$ cat src/hw/rtl/hrp_pkg.sv
// Shared types, constants and character helpers for the HTTP response header parser.
package hrp_pkg;

    localparam int DEF_LINE_LIMIT = 255;
    localparam int NAME_LEN       = 15;

    localparam logic [7:0] CHAR_NUL   = 8'h00;
    localparam logic [7:0] CHAR_TAB   = 8'h09;
    localparam logic [7:0] CHAR_LF    = 8'h0A;
    localparam logic [7:0] CHAR_VT    = 8'h0B;
    localparam logic [7:0] CHAR_FF    = 8'h0C;
    localparam logic [7:0] CHAR_CR    = 8'h0D;
    localparam logic [7:0] CHAR_SPACE = 8'h20;
    localparam logic [7:0] CHAR_PLUS  = 8'h2B;
    localparam logic [7:0] CHAR_MINUS = 8'h2D;

    localparam logic [31:0] HDR_END = 32'h0D0A0D0A;

    localparam logic [9:0] STATUS_MAX = 10'd999;
    localparam logic [9:0] ST_400 = 10'd400;
    localparam logic [9:0] ST_401 = 10'd401;
    localparam logic [9:0] ST_403 = 10'd403;
    localparam logic [9:0] ST_404 = 10'd404;
    localparam logic [9:0] ST_500 = 10'd500;
    localparam logic [9:0] ST_503 = 10'd503;

    localparam logic [2:0] ERR_NONE  = 3'd0;
    localparam logic [2:0] ERR_400   = 3'd1;
    localparam logic [2:0] ERR_401   = 3'd2;
    localparam logic [2:0] ERR_403   = 3'd3;
    localparam logic [2:0] ERR_404   = 3'd4;
    localparam logic [2:0] ERR_500   = 3'd5;
    localparam logic [2:0] ERR_503   = 3'd6;
    localparam logic [2:0] ERR_OTHER = 3'd7;

    localparam logic [2:0] PREFIX_LEN = 3'd5;

    typedef enum logic [2:0] {
        PH_PREFIX,
        PH_FIND_SPACE,
        PH_SKIP_WS,
        PH_DIGITS,
        PH_HEADERS,
        PH_ERROR,
        PH_BODY
    } phase_t;

    typedef enum logic [1:0] {
        NUM_SKIP,
        NUM_DIGITS,
        NUM_DONE
    } num_phase_t;

    typedef struct packed {
        logic [7:0] data_byte;
        logic       new_response;
    } hrp_in_t;

    typedef struct packed {
        logic              body_valid;
        logic [7:0]        body_byte;
        logic              headers_done;
        logic [9:0]        status_num;
        logic signed [31:0] hdr_length;
        logic [2:0]        status_error;
    } hrp_out_t;

    typedef struct packed {
        logic       body_valid;
        logic [9:0] status_num;
        logic [2:0] status_error;
    } hrp_status_t;

    function automatic logic is_blank(input logic [7:0] c);
        return (c == CHAR_SPACE) || (c == CHAR_TAB) || (c == CHAR_VT) || (c == CHAR_FF);
    endfunction

    function automatic logic is_digit(input logic [7:0] c);
        return (c >= 8'h30) && (c <= 8'h39);
    endfunction

    function automatic logic [7:0] to_lower(input logic [7:0] c);
        return ((c >= 8'h41) && (c <= 8'h5A)) ? (c + 8'd32) : c;
    endfunction

    // "HTTP/"
    function automatic logic [7:0] http_char(input logic [2:0] idx);
        logic [7:0] ch;
        unique case (idx)
            3'd0:    ch = 8'h48;
            3'd1:    ch = 8'h54;
            3'd2:    ch = 8'h54;
            3'd3:    ch = 8'h50;
            3'd4:    ch = 8'h2F;
            default: ch = 8'h00;
        endcase
        return ch;
    endfunction

    // "content-length:" in lower case
    function automatic logic [7:0] cl_char(input logic [3:0] idx);
        logic [7:0] ch;
        unique case (idx)
            4'd0:    ch = 8'h63;
            4'd1:    ch = 8'h6F;
            4'd2:    ch = 8'h6E;
            4'd3:    ch = 8'h74;
            4'd4:    ch = 8'h65;
            4'd5:    ch = 8'h6E;
            4'd6:    ch = 8'h74;
            4'd7:    ch = 8'h2D;
            4'd8:    ch = 8'h6C;
            4'd9:    ch = 8'h65;
            4'd10:   ch = 8'h6E;
            4'd11:   ch = 8'h67;
            4'd12:   ch = 8'h74;
            4'd13:   ch = 8'h68;
            4'd14:   ch = 8'h3A;
            default: ch = 8'h00;
        endcase
        return ch;
    endfunction

    function automatic logic [2:0] err_of(input logic [9:0] s);
        logic [2:0] e;
        priority if (s == ST_400) e = ERR_400;
        else if (s == ST_401)     e = ERR_401;
        else if (s == ST_403)     e = ERR_403;
        else if (s == ST_404)     e = ERR_404;
        else if (s == ST_500)     e = ERR_500;
        else if (s == ST_503)     e = ERR_503;
        else                      e = ERR_OTHER;
        return e;
    endfunction

endpackage

$ cat src/hw/rtl/hrp_status.sv
// Status line parser: HTTP/ prefix, status number, error code and phase tracking.
module hrp_status
    import hrp_pkg::*;
(
    input  logic        aclk,
    input  logic        aresetn,
    input  logic        advance,
    input  logic        clear,
    input  logic [7:0]  data_byte,
    input  logic        done_hit,
    output logic        run_line,
    output hrp_status_t status
);

    phase_t     phase_reg, phase_next;
    logic [2:0] step_reg, step_next;
    logic [9:0] value_reg, value_next;
    logic [2:0] error_reg, error_next;

    phase_t     ph, feed_phase;
    logic [2:0] step;
    logic [9:0] val;
    logic [2:0] err;
    logic       eol, digit, do_acc, do_end;
    logic [13:0] acc;

    always_comb begin
        ph   = clear ? PH_PREFIX : phase_reg;
        step = clear ? 3'd0 : step_reg;
        val  = clear ? 10'd0 : value_reg;
        err  = clear ? ERR_NONE : error_reg;

        eol   = (data_byte == CHAR_CR) || (data_byte == CHAR_LF) || (data_byte == CHAR_NUL);
        digit = is_digit(data_byte);
        acc   = ({4'd0, val} << 3) + ({4'd0, val} << 1) + {10'd0, data_byte[3:0]};

        feed_phase = ph;
        step_next  = step;
        value_next = val;
        error_next = err;
        do_acc     = 1'b0;
        do_end     = 1'b0;

        unique case (ph)
            PH_PREFIX: begin
                if ((step < PREFIX_LEN) && (data_byte == http_char(step))) begin
                    if (step == PREFIX_LEN - 3'd1) begin
                        step_next  = 3'd0;
                        feed_phase = PH_FIND_SPACE;
                    end else begin
                        step_next = step + 3'd1;
                    end
                end else begin
                    feed_phase = PH_HEADERS;
                end
            end
            PH_FIND_SPACE: begin
                if (data_byte == CHAR_SPACE) feed_phase = PH_SKIP_WS;
                else if (eol)                feed_phase = PH_HEADERS;
            end
            PH_SKIP_WS: begin
                if (is_blank(data_byte)) begin
                    feed_phase = PH_SKIP_WS;
                end else if ((data_byte == CHAR_PLUS) || (data_byte == CHAR_MINUS)) begin
                    step_next  = {2'b00, data_byte == CHAR_MINUS};
                    feed_phase = PH_DIGITS;
                end else if (!digit) begin
                    feed_phase = PH_HEADERS;
                end else begin
                    // first digit counts right away, sign is positive
                    step_next  = 3'd0;
                    feed_phase = PH_DIGITS;
                    do_acc     = 1'b1;
                end
            end
            PH_DIGITS: begin
                if (digit) do_acc = !step[0];
                else       do_end = 1'b1;
            end
            default: begin
            end
        endcase

        if (do_acc) begin
            value_next = (acc > {4'd0, STATUS_MAX}) ? STATUS_MAX : acc[9:0];
        end
        if (do_end) begin
            if (val >= ST_400) begin
                error_next = err_of(val);
                feed_phase = PH_ERROR;
            end else begin
                feed_phase = PH_HEADERS;
            end
        end

        run_line = (ph != PH_BODY) && (feed_phase != PH_ERROR);

        status.body_valid   = (ph == PH_BODY);
        status.status_num   = value_next;
        status.status_error = error_next;
    end

    // header terminator seen by the line unit moves on to body
    assign phase_next = (run_line && done_hit) ? PH_BODY : feed_phase;

    always_ff @(posedge aclk) begin
        if (!aresetn) begin
            phase_reg <= PH_PREFIX;
            step_reg  <= 3'd0;
            value_reg <= 10'd0;
            error_reg <= ERR_NONE;
        end else if (advance) begin
            phase_reg <= phase_next;
            step_reg  <= step_next;
            value_reg <= value_next;
            error_reg <= error_next;
        end
    end

endmodule

$ cat src/hw/rtl/hrp_line.sv
// Header line scanner: Content-Length match and value, CRLFCRLF detection.
module hrp_line
    import hrp_pkg::*;
#(
    parameter int LINE_LIMIT = DEF_LINE_LIMIT
) (
    input  logic               aclk,
    input  logic               aresetn,
    input  logic               advance,
    input  logic               clear,
    input  logic               run,
    input  logic [7:0]         data_byte,
    output logic               done_hit,
    output logic signed [31:0] hdr_length
);

    localparam int POS_W = $clog2(LINE_LIMIT + 1);
    localparam logic [POS_W-1:0] POS_LIMIT = POS_W'(LINE_LIMIT);
    localparam logic [POS_W-1:0] POS_NAME  = POS_W'(NAME_LEN);
    localparam logic [35:0] CAP_POS = 36'h07FFFFFFF;
    localparam logic [35:0] CAP_NEG = 36'h080000000;

    logic [31:0]      last4_reg, last4_next;
    logic [POS_W-1:0] pos_reg, pos_next;
    logic             match_reg, match_next;
    num_phase_t       nph_reg, nph_next;
    logic             neg_reg, neg_next;
    logic [31:0]      num_reg, num_next;
    logic [31:0]      len_reg, len_next;

    logic [31:0]      last4;
    logic [POS_W-1:0] pos;
    logic             match;
    num_phase_t       nph;
    logic             neg;
    logic [31:0]      num;
    logic [31:0]      len;
    logic             take_digit;
    logic [35:0]      acc, cap;

    always_comb begin
        last4 = clear ? 32'd0 : last4_reg;
        pos   = clear ? '0 : pos_reg;
        match = clear ? 1'b1 : match_reg;
        nph   = clear ? NUM_SKIP : nph_reg;
        neg   = clear ? 1'b0 : neg_reg;
        num   = clear ? 32'd0 : num_reg;
        len   = clear ? 32'hFFFF_FFFF : len_reg;

        acc = ({4'd0, num} << 3) + ({4'd0, num} << 1) + {32'd0, data_byte[3:0]};
        cap = neg ? CAP_NEG : CAP_POS;

        last4_next = last4;
        pos_next   = pos;
        match_next = match;
        nph_next   = nph;
        neg_next   = neg;
        num_next   = num;
        len_next   = len;
        take_digit = 1'b0;
        done_hit   = 1'b0;

        if (run) begin
            last4_next = {last4[23:0], data_byte};
            done_hit   = (last4_next == HDR_END);
            if ((data_byte == CHAR_CR) || (data_byte == CHAR_LF)) begin
                if (pos != '0) begin
                    if (match && (pos >= POS_NAME)) begin
                        len_next = neg ? (~num + 32'd1) : num;
                    end
                    pos_next   = '0;
                    match_next = 1'b1;
                    nph_next   = NUM_SKIP;
                    neg_next   = 1'b0;
                    num_next   = 32'd0;
                end
            end else if (pos < POS_LIMIT) begin
                if (pos < POS_NAME) begin
                    if (to_lower(data_byte) != cl_char(pos[3:0])) match_next = 1'b0;
                end else if (match) begin
                    unique case (nph)
                        NUM_SKIP: begin
                            if (is_blank(data_byte)) begin
                                nph_next = NUM_SKIP;
                            end else if ((data_byte == CHAR_PLUS) ||
                                         (data_byte == CHAR_MINUS)) begin
                                neg_next = (data_byte == CHAR_MINUS);
                                nph_next = NUM_DIGITS;
                            end else begin
                                take_digit = 1'b1;
                            end
                        end
                        NUM_DIGITS: take_digit = 1'b1;
                        default: begin
                        end
                    endcase
                    if (take_digit) begin
                        if (!is_digit(data_byte)) begin
                            nph_next = NUM_DONE;
                        end else begin
                            nph_next = NUM_DIGITS;
                            num_next = (acc > cap) ? cap[31:0] : acc[31:0];
                        end
                    end
                end
                pos_next = pos + POS_W'(1);
            end
        end

        hdr_length = len_next;
    end

    always_ff @(posedge aclk) begin
        if (!aresetn) begin
            last4_reg <= 32'd0;
            pos_reg   <= '0;
            match_reg <= 1'b1;
            nph_reg   <= NUM_SKIP;
            neg_reg   <= 1'b0;
            num_reg   <= 32'd0;
            len_reg   <= 32'hFFFF_FFFF;
        end else if (advance) begin
            last4_reg <= last4_next;
            pos_reg   <= pos_next;
            match_reg <= match_next;
            nph_reg   <= nph_next;
            neg_reg   <= neg_next;
            num_reg   <= num_next;
            len_reg   <= len_next;
        end
    end

endmodule

$ cat src/hw/rtl/http_response_header_parser.sv
// Top level of the HTTP/1.0 response header parser: input register, parse units, result register.
//
//   channel   dir   handshake          word
//   s_        in    s_valid/s_ready    s_word (hrp_in_t: data_byte, new_response)
//   m_        out   m_valid/m_ready    m_word (hrp_out_t: body/status/length results)
//
// One result word per input word. A word sits in the input register while the
// status and line units update their state and the result register loads, so
// results come from the result register, and a word can be taken every cycle while m_ready is high.
// aresetn (synchronous, active low) clears all parse state; new_response does
// the same for the word that carries it. A low m_ready holds the result
// register; the input register then takes one more word and s_ready drops
// until the result drains.
module http_response_header_parser
    import hrp_pkg::*;
#(
    parameter int LINE_LIMIT = DEF_LINE_LIMIT
) (
    input  logic     aclk,
    input  logic     aresetn,
    input  logic     s_valid,
    output logic     s_ready,
    input  hrp_in_t  s_word,
    output logic     m_valid,
    input  logic     m_ready,
    output hrp_out_t m_word
);

    hrp_in_t     in_reg;
    logic        in_valid_reg;
    hrp_out_t    out_reg, out_next;
    logic        out_valid_reg;

    logic        advance;
    logic        run_line;
    logic        done_hit;
    logic signed [31:0] hdr_length;
    hrp_status_t status;

    // process the held word whenever the result register is free or draining
    assign advance = in_valid_reg && (!out_valid_reg || m_ready);
    assign s_ready = !in_valid_reg || advance;

    hrp_status u_status (
        .aclk      (aclk),
        .aresetn   (aresetn),
        .advance   (advance),
        .clear     (in_reg.new_response),
        .data_byte (in_reg.data_byte),
        .done_hit  (done_hit),
        .run_line  (run_line),
        .status    (status)
    );

    hrp_line #(
        .LINE_LIMIT (LINE_LIMIT)
    ) u_line (
        .aclk       (aclk),
        .aresetn    (aresetn),
        .advance    (advance),
        .clear      (in_reg.new_response),
        .run        (run_line),
        .data_byte  (in_reg.data_byte),
        .done_hit   (done_hit),
        .hdr_length (hdr_length)
    );

    always_comb begin
        out_next.body_valid   = status.body_valid;
        out_next.body_byte    = status.body_valid ? in_reg.data_byte : 8'd0;
        out_next.headers_done = done_hit;
        out_next.status_num   = status.status_num;
        out_next.hdr_length   = hdr_length;
        out_next.status_error = status.status_error;
    end

    // input register
    always_ff @(posedge aclk) begin
        if (!aresetn) begin
            in_valid_reg <= 1'b0;
        end else if (s_ready) begin
            in_valid_reg <= s_valid;
        end
    end

    always_ff @(posedge aclk) begin
        if (s_ready && s_valid) begin
            in_reg <= s_word;
        end
    end

    // result register
    always_ff @(posedge aclk) begin
        if (!aresetn) begin
            out_valid_reg <= 1'b0;
        end else if (advance) begin
            out_valid_reg <= 1'b1;
        end else if (m_ready) begin
            out_valid_reg <= 1'b0;
        end
    end

    always_ff @(posedge aclk) begin
        if (advance) begin
            out_reg <= out_next;
        end
    end

    assign m_valid = out_valid_reg;
    assign m_word  = out_reg;

endmodule

$ cat config.mk
export PLATFORM = sky130hd
export DESIGN_NAME = http_response_header_parser
export DESIGN_NICKNAME = d
export VERILOG_FILES = /design/src/hw/rtl/hrp_pkg.sv /design/src/hw/rtl/hrp_status.sv /design/src/hw/rtl/hrp_line.sv /design/src/hw/rtl/http_response_header_parser.sv
export SDC_FILE = /design/constraint.sdc
export NUM_CORES = 1
export LEC_CHECK = 0
export ABC_AREA = 1
export BUFFER_PORTS_ARGS = -buffer_cell sky130_fd_sc_hd__buf_2
export CORE_MARGIN = 2
export CORE_UTILIZATION = 36
export CTS_CLUSTER_DIAMETER = 100
export DETAILED_ROUTE_END_ITERATION = 16
export GPL_TIMING_DRIVEN = 0
export SYNTH_ARGS = -nofsm -noshare
export SYNTH_HDL_FRONTEND = slang
export SYNTH_SLANG_ARGS = --single-unit
$ cat constraint.sdc
create_clock -name aclk -period 5.3 [get_ports aclk]
set_input_delay 1.325 -clock aclk [delete_from_list [all_inputs] [get_ports aclk]]
set_output_delay 1.325 -clock aclk [all_outputs]
set_load 0.1 [all_outputs]
==> flow_metrics.py <==
metrics = {
    "status": {
        "status": "finished, final reports clean",
    },
    "worst_setup_path": {
        "critPathArrivalTime_ns": 5.42,
        "cp-start-kind": "flip-flop",
        "path_delay_family": "simple AND/OR/NAND/NOR gates",
        "path_max_fanout": 10,
        "cp-endpoint": "u_line.num_reg[15]",
        "path_buf_inv": 7,
        "slowest_stage": "edfxtp_1",
        "r2r-start": "in_reg[0]",
        "cp_num_cells": 35,
        "r2r-end": "u_line.num_reg[15]",
        "end_kind": "flip-flop",
        "worst_r2r_path_depth": 35,
        "crit_start": "in_reg[0]",
        "cpMostUsedCell": "nand2_1",
        "timing_worst_setup_path_type": "flip-flop to flip-flop",
        "required_ns": 5.64,
        "max_stage_delay_ns": 0.54,
        "r2r_setup_slack_ns": 0.21,
    },
    "cts": {
        "postCtsHoldBufs": 0,
        "worstSkewPairLatency_ns": 0.48,
        "htreeDepth": 4,
        "root_buffer": "clkbuf_16",
        "clk_path_buf_depth": 2,
        "clk_pin_slew_ns": 0.08,
        "cts_tree": "built",
        "numCtsBuffers": 17,
        "cts.sinks": 185,
    },
    "final_layout": {
        "utilization_pct": 42.37,
        "register_area_sq_mm": 0.004344,
        "fin_area_sq_mm": 0.01829,
        "final_cells": 3188,
        "multiInputGateArea_sq_mm": 0.01046,
        "antennaDiodeCount": 0,
        "nNetsFinal": 2732,
        "layout-drive-gt1-share_pct": 12.06,
        "fillers": 4636,
        "syn2layout_area_growth_pct": 15.98,
        "largest_reg_flops": 55,
    },
    "placed_design": {
        "dpl-instance-area_sq_mm": 0.01685,
        "dp_slack_ns": -0.7919,
        "portBuffers": 69,
        "gp_congestion": 0.9365,
        "dp_cells": 3130,
        "place_hpwl_um": 45190,
    },
    "route": {
        "ant_nets": 0,
        "drt_iter0_drc": 1842,
        "routed_wl_um": 59240,
        "drc": 0,
        "avgViaCountPerCell": 5.492,
        "routedWlPerCell_um": 18.58,
        "dr.pass1.iters": 6,
        "vias": 17510,
    },
    "logic_synthesis": {
        "synth_seq_cells": 185,
        "async_flop_share_pct": 0,
        "synth_nets": 2618,
        "ys_warn_count": 0,
        "avgSynthCellArea_sq_um": 6.370,
        "synth.yosys.seq_area_share_pct": 27.54,
        "synth_area_leaders": "nand2_1 17%, dfxtp_1 15%, edfxtp_1 12%, a21oi_1 10%, ha_1 10%",
        "syn_area_sq_mm": 0.01577,
        "synth_top_area_share_pct": 17.28,
        "synth_enable_flop_cells": 64,
        "syn_inst": 2476,
        "yosys.area.top_type": "nand2_1",
        "yosysUniqueCellTypes": 56,
        "synth_top_flop_cell": "dfxtp_1",
    },
    "sta": {
        "layout_setup_ws_ns": 0.2124,
        "layout_min_cycle_time_ns": 5.088,
        "setup_viol": 0,
        "worst_slew_margin_rel_pct": 39.34,
        "slew_viol_final": 0,
        "tightest_slew_ns": 0.9099,
        "final_hold_viol_count": 0,
        "fmax_mhz": 196.6,
        "fin_crit_sh_pct": 95.99,
        "clock_skew_ns": 0.01892,
    },
    "power": {
        "power_mw": 3.594,
        "powerDensity_mw_per_mm2": 196.5,
        "p_leak_nw": 8.385,
        "ir_drop_mv": 0.2337,
    },
    "floorplanning": {
        "coreArea_sq_mm": 0.04317,
        "rows": 76,
        "chipWidth_um": 213.3,
        "dieHeight_um": 213.3,
        "dieArea_sq_mm": 0.04550,
        "io_pins": 70,
        "start_util_pct": 36.53,
    },
    "flow_run": {
        "drv_cap": 0,
    },
    "grt": {
        "antenna_found_initial": 0,
        "grt_use_total_pct": 25.69,
        "grt_max_degree": 65,
        "grt_pass1_wl_um": 90160,
        "grt_pass1_vias": 16040,
        "overflow": 0,
    },
    "worst_hold_path": {
        "worst_hold_path_type": "flip-flop to flip-flop",
        "min_path_cells": 2,
    },
}
==> layout by cell type (no fill, tap or decap), types with 5 or more instances in the layout <==
| cell type | count |
|---|---|
| a21oi_1 | 308 |
| a21oi_2 | 6 |
| a31oi_1 | 15 |
| buf_1 | 9 |
| buf_2 | 90 |
| buf_4 | 26 |
| clkbuf_1 | 61 |
| clkbuf_16 | 19 |
| clkbuf_2 | 5 |
| dfxtp_1 | 121 |
| edfxtp_1 | 64 |
| ha_1 | 110 |
| ha_2 | 5 |
| ha_4 | 11 |
| inv_1 | 242 |
| inv_2 | 19 |
| inv_4 | 10 |
| nand2_1 | 705 |
| nand2_2 | 25 |
| nand3_1 | 143 |
| nand3_2 | 7 |
| nand4_1 | 27 |
| nor2_1 | 178 |
| nor2_2 | 14 |
| nor2_4 | 16 |
| nor3_1 | 14 |
| nor4_1 | 12 |
| o211ai_1 | 28 |
| o21a_1 | 5 |
| o21ai_0 | 140 |
| o21ai_1 | 17 |
| o21bai_1 | 5 |
| or2_2 | 11 |
| xnor2_1 | 8 |
| xor2_1 | 30 |
| xor2_2 | 7 |
==> cell families (layout without fill, tap and decap cells) <==
| kind of cell | after synthesis | count (layout) | synth area share, % |
|---|---|---|---|
| buf+inv | 381 | 508 | 9.376 |
| flops | 185 | 185 | 27.54 |
| xor+xnor | 47 | 47 | 2.610 |
| simple gates | 1175 | 1175 | 30.93 |
| mux | 2 | 2 | 0.1269 |
| compound gates | 557 | 557 | 19.04 |
| fa+ha+maj | 129 | 129 | 10.38 |
==> synth_stat cells, types with 3 or more instances <==
master and instances:
nand2_1 726, a21oi_1 315, inv_1 259, nor2_1 199
nand3_1 150, o21ai_0 141, ha_1 126, dfxtp_1 121
clkbuf_1 66, edfxtp_1 64, xor2_1 37, o211ai_1 28
nand4_1 27, buf_2 25, o21ai_1 16, a31oi_1 15
nor3_1 14, nor4_1 14, inv_2 12, or2_2 11
buf_1 10, xnor2_1 10, nand2_2 8, nor2_2 6
o21bai_1 6, o21a_1 5, and2_1 4, buf_4 4
o2111ai_1 4, o22ai_1 4, o31ai_1 4, a211oi_1 3
a21o_1 3, clkinv_1 3, fa_1 3, nand3b_1 3
nor2_4 3, nor3_2 3
==> cell type report <==
type,count,share of cell area [%]
plain buffers,107,2.969
clock buffers,17,2.326
clock inverters,15,0.8618
multi-input cells,1910,57.19
inverters,274,5.759
well taps,585,4.001
repair buffers,95,3.146
flip-flops and latches,185,23.75
==> power by group <==
group	total, mW	switching [mW]	internal (mW)
logic	0.697	0.518	0.179
clock network	1.33	0.660	0.667
registers	1.57	0.0392	1.53
total	3.59	1.22	2.38
==> worst min path at each step <==
stage	slack [ns]	startpoint	endpoint
final	0.47	u_line.last4_reg[21]	u_line.last4_reg[21]
after global routing	0.49	u_line.last4_reg[6]	u_line.last4_reg[6]
after CTS	0.47	u_line.pos_reg[7]	u_line.pos_reg[7]
after detailed placement	0.45	u_line.len_reg[28]	u_line.len_reg[28]
after global placement	0.44	u_line.len_reg[0]	u_line.len_reg[0]
after floorplan	0.43	u_line.len_reg[14]	u_line.len_reg[14]
==> worst min-delay path, stage by stage, from the launching register on <==
cell     delay (ns)
dfxtp_1        0.31
nand2_1        0.06
a21oi_1        0.05
==> through the flow <==
stage / TNS [ns] / hold slack [ns]
floorplan: 0 / 0.4327
global placement: -24.80 / 0.4417
detailed placement: -25.34 / 0.4510
CTS: 0 / 0.4667
global route: -0.3222 / 0.4867
finish: 0 / 0.4655
==> metal layers <==
metal | wire length [um] | share of wire, % | track usage (%)
met4 | 1135 | 1.9 | 7.495
met5 | 0 | 0 | 0
met1 | 26330 | 44 | 34.84
met3 | 4453 | 7.5 | 3.780
met2 | 27320 | 46 | 42.27
==> repair_timing <==
item | 4_1_cts | 5_1_grt
setup endpoints to repair | 52 | 54
pin swaps | 4 | 12
gates cloned | 0 | 2
setup buffers | 9 | 15
resized for setup | 42 | 123
Note: power is estimated with default switching activity, not from simulation.
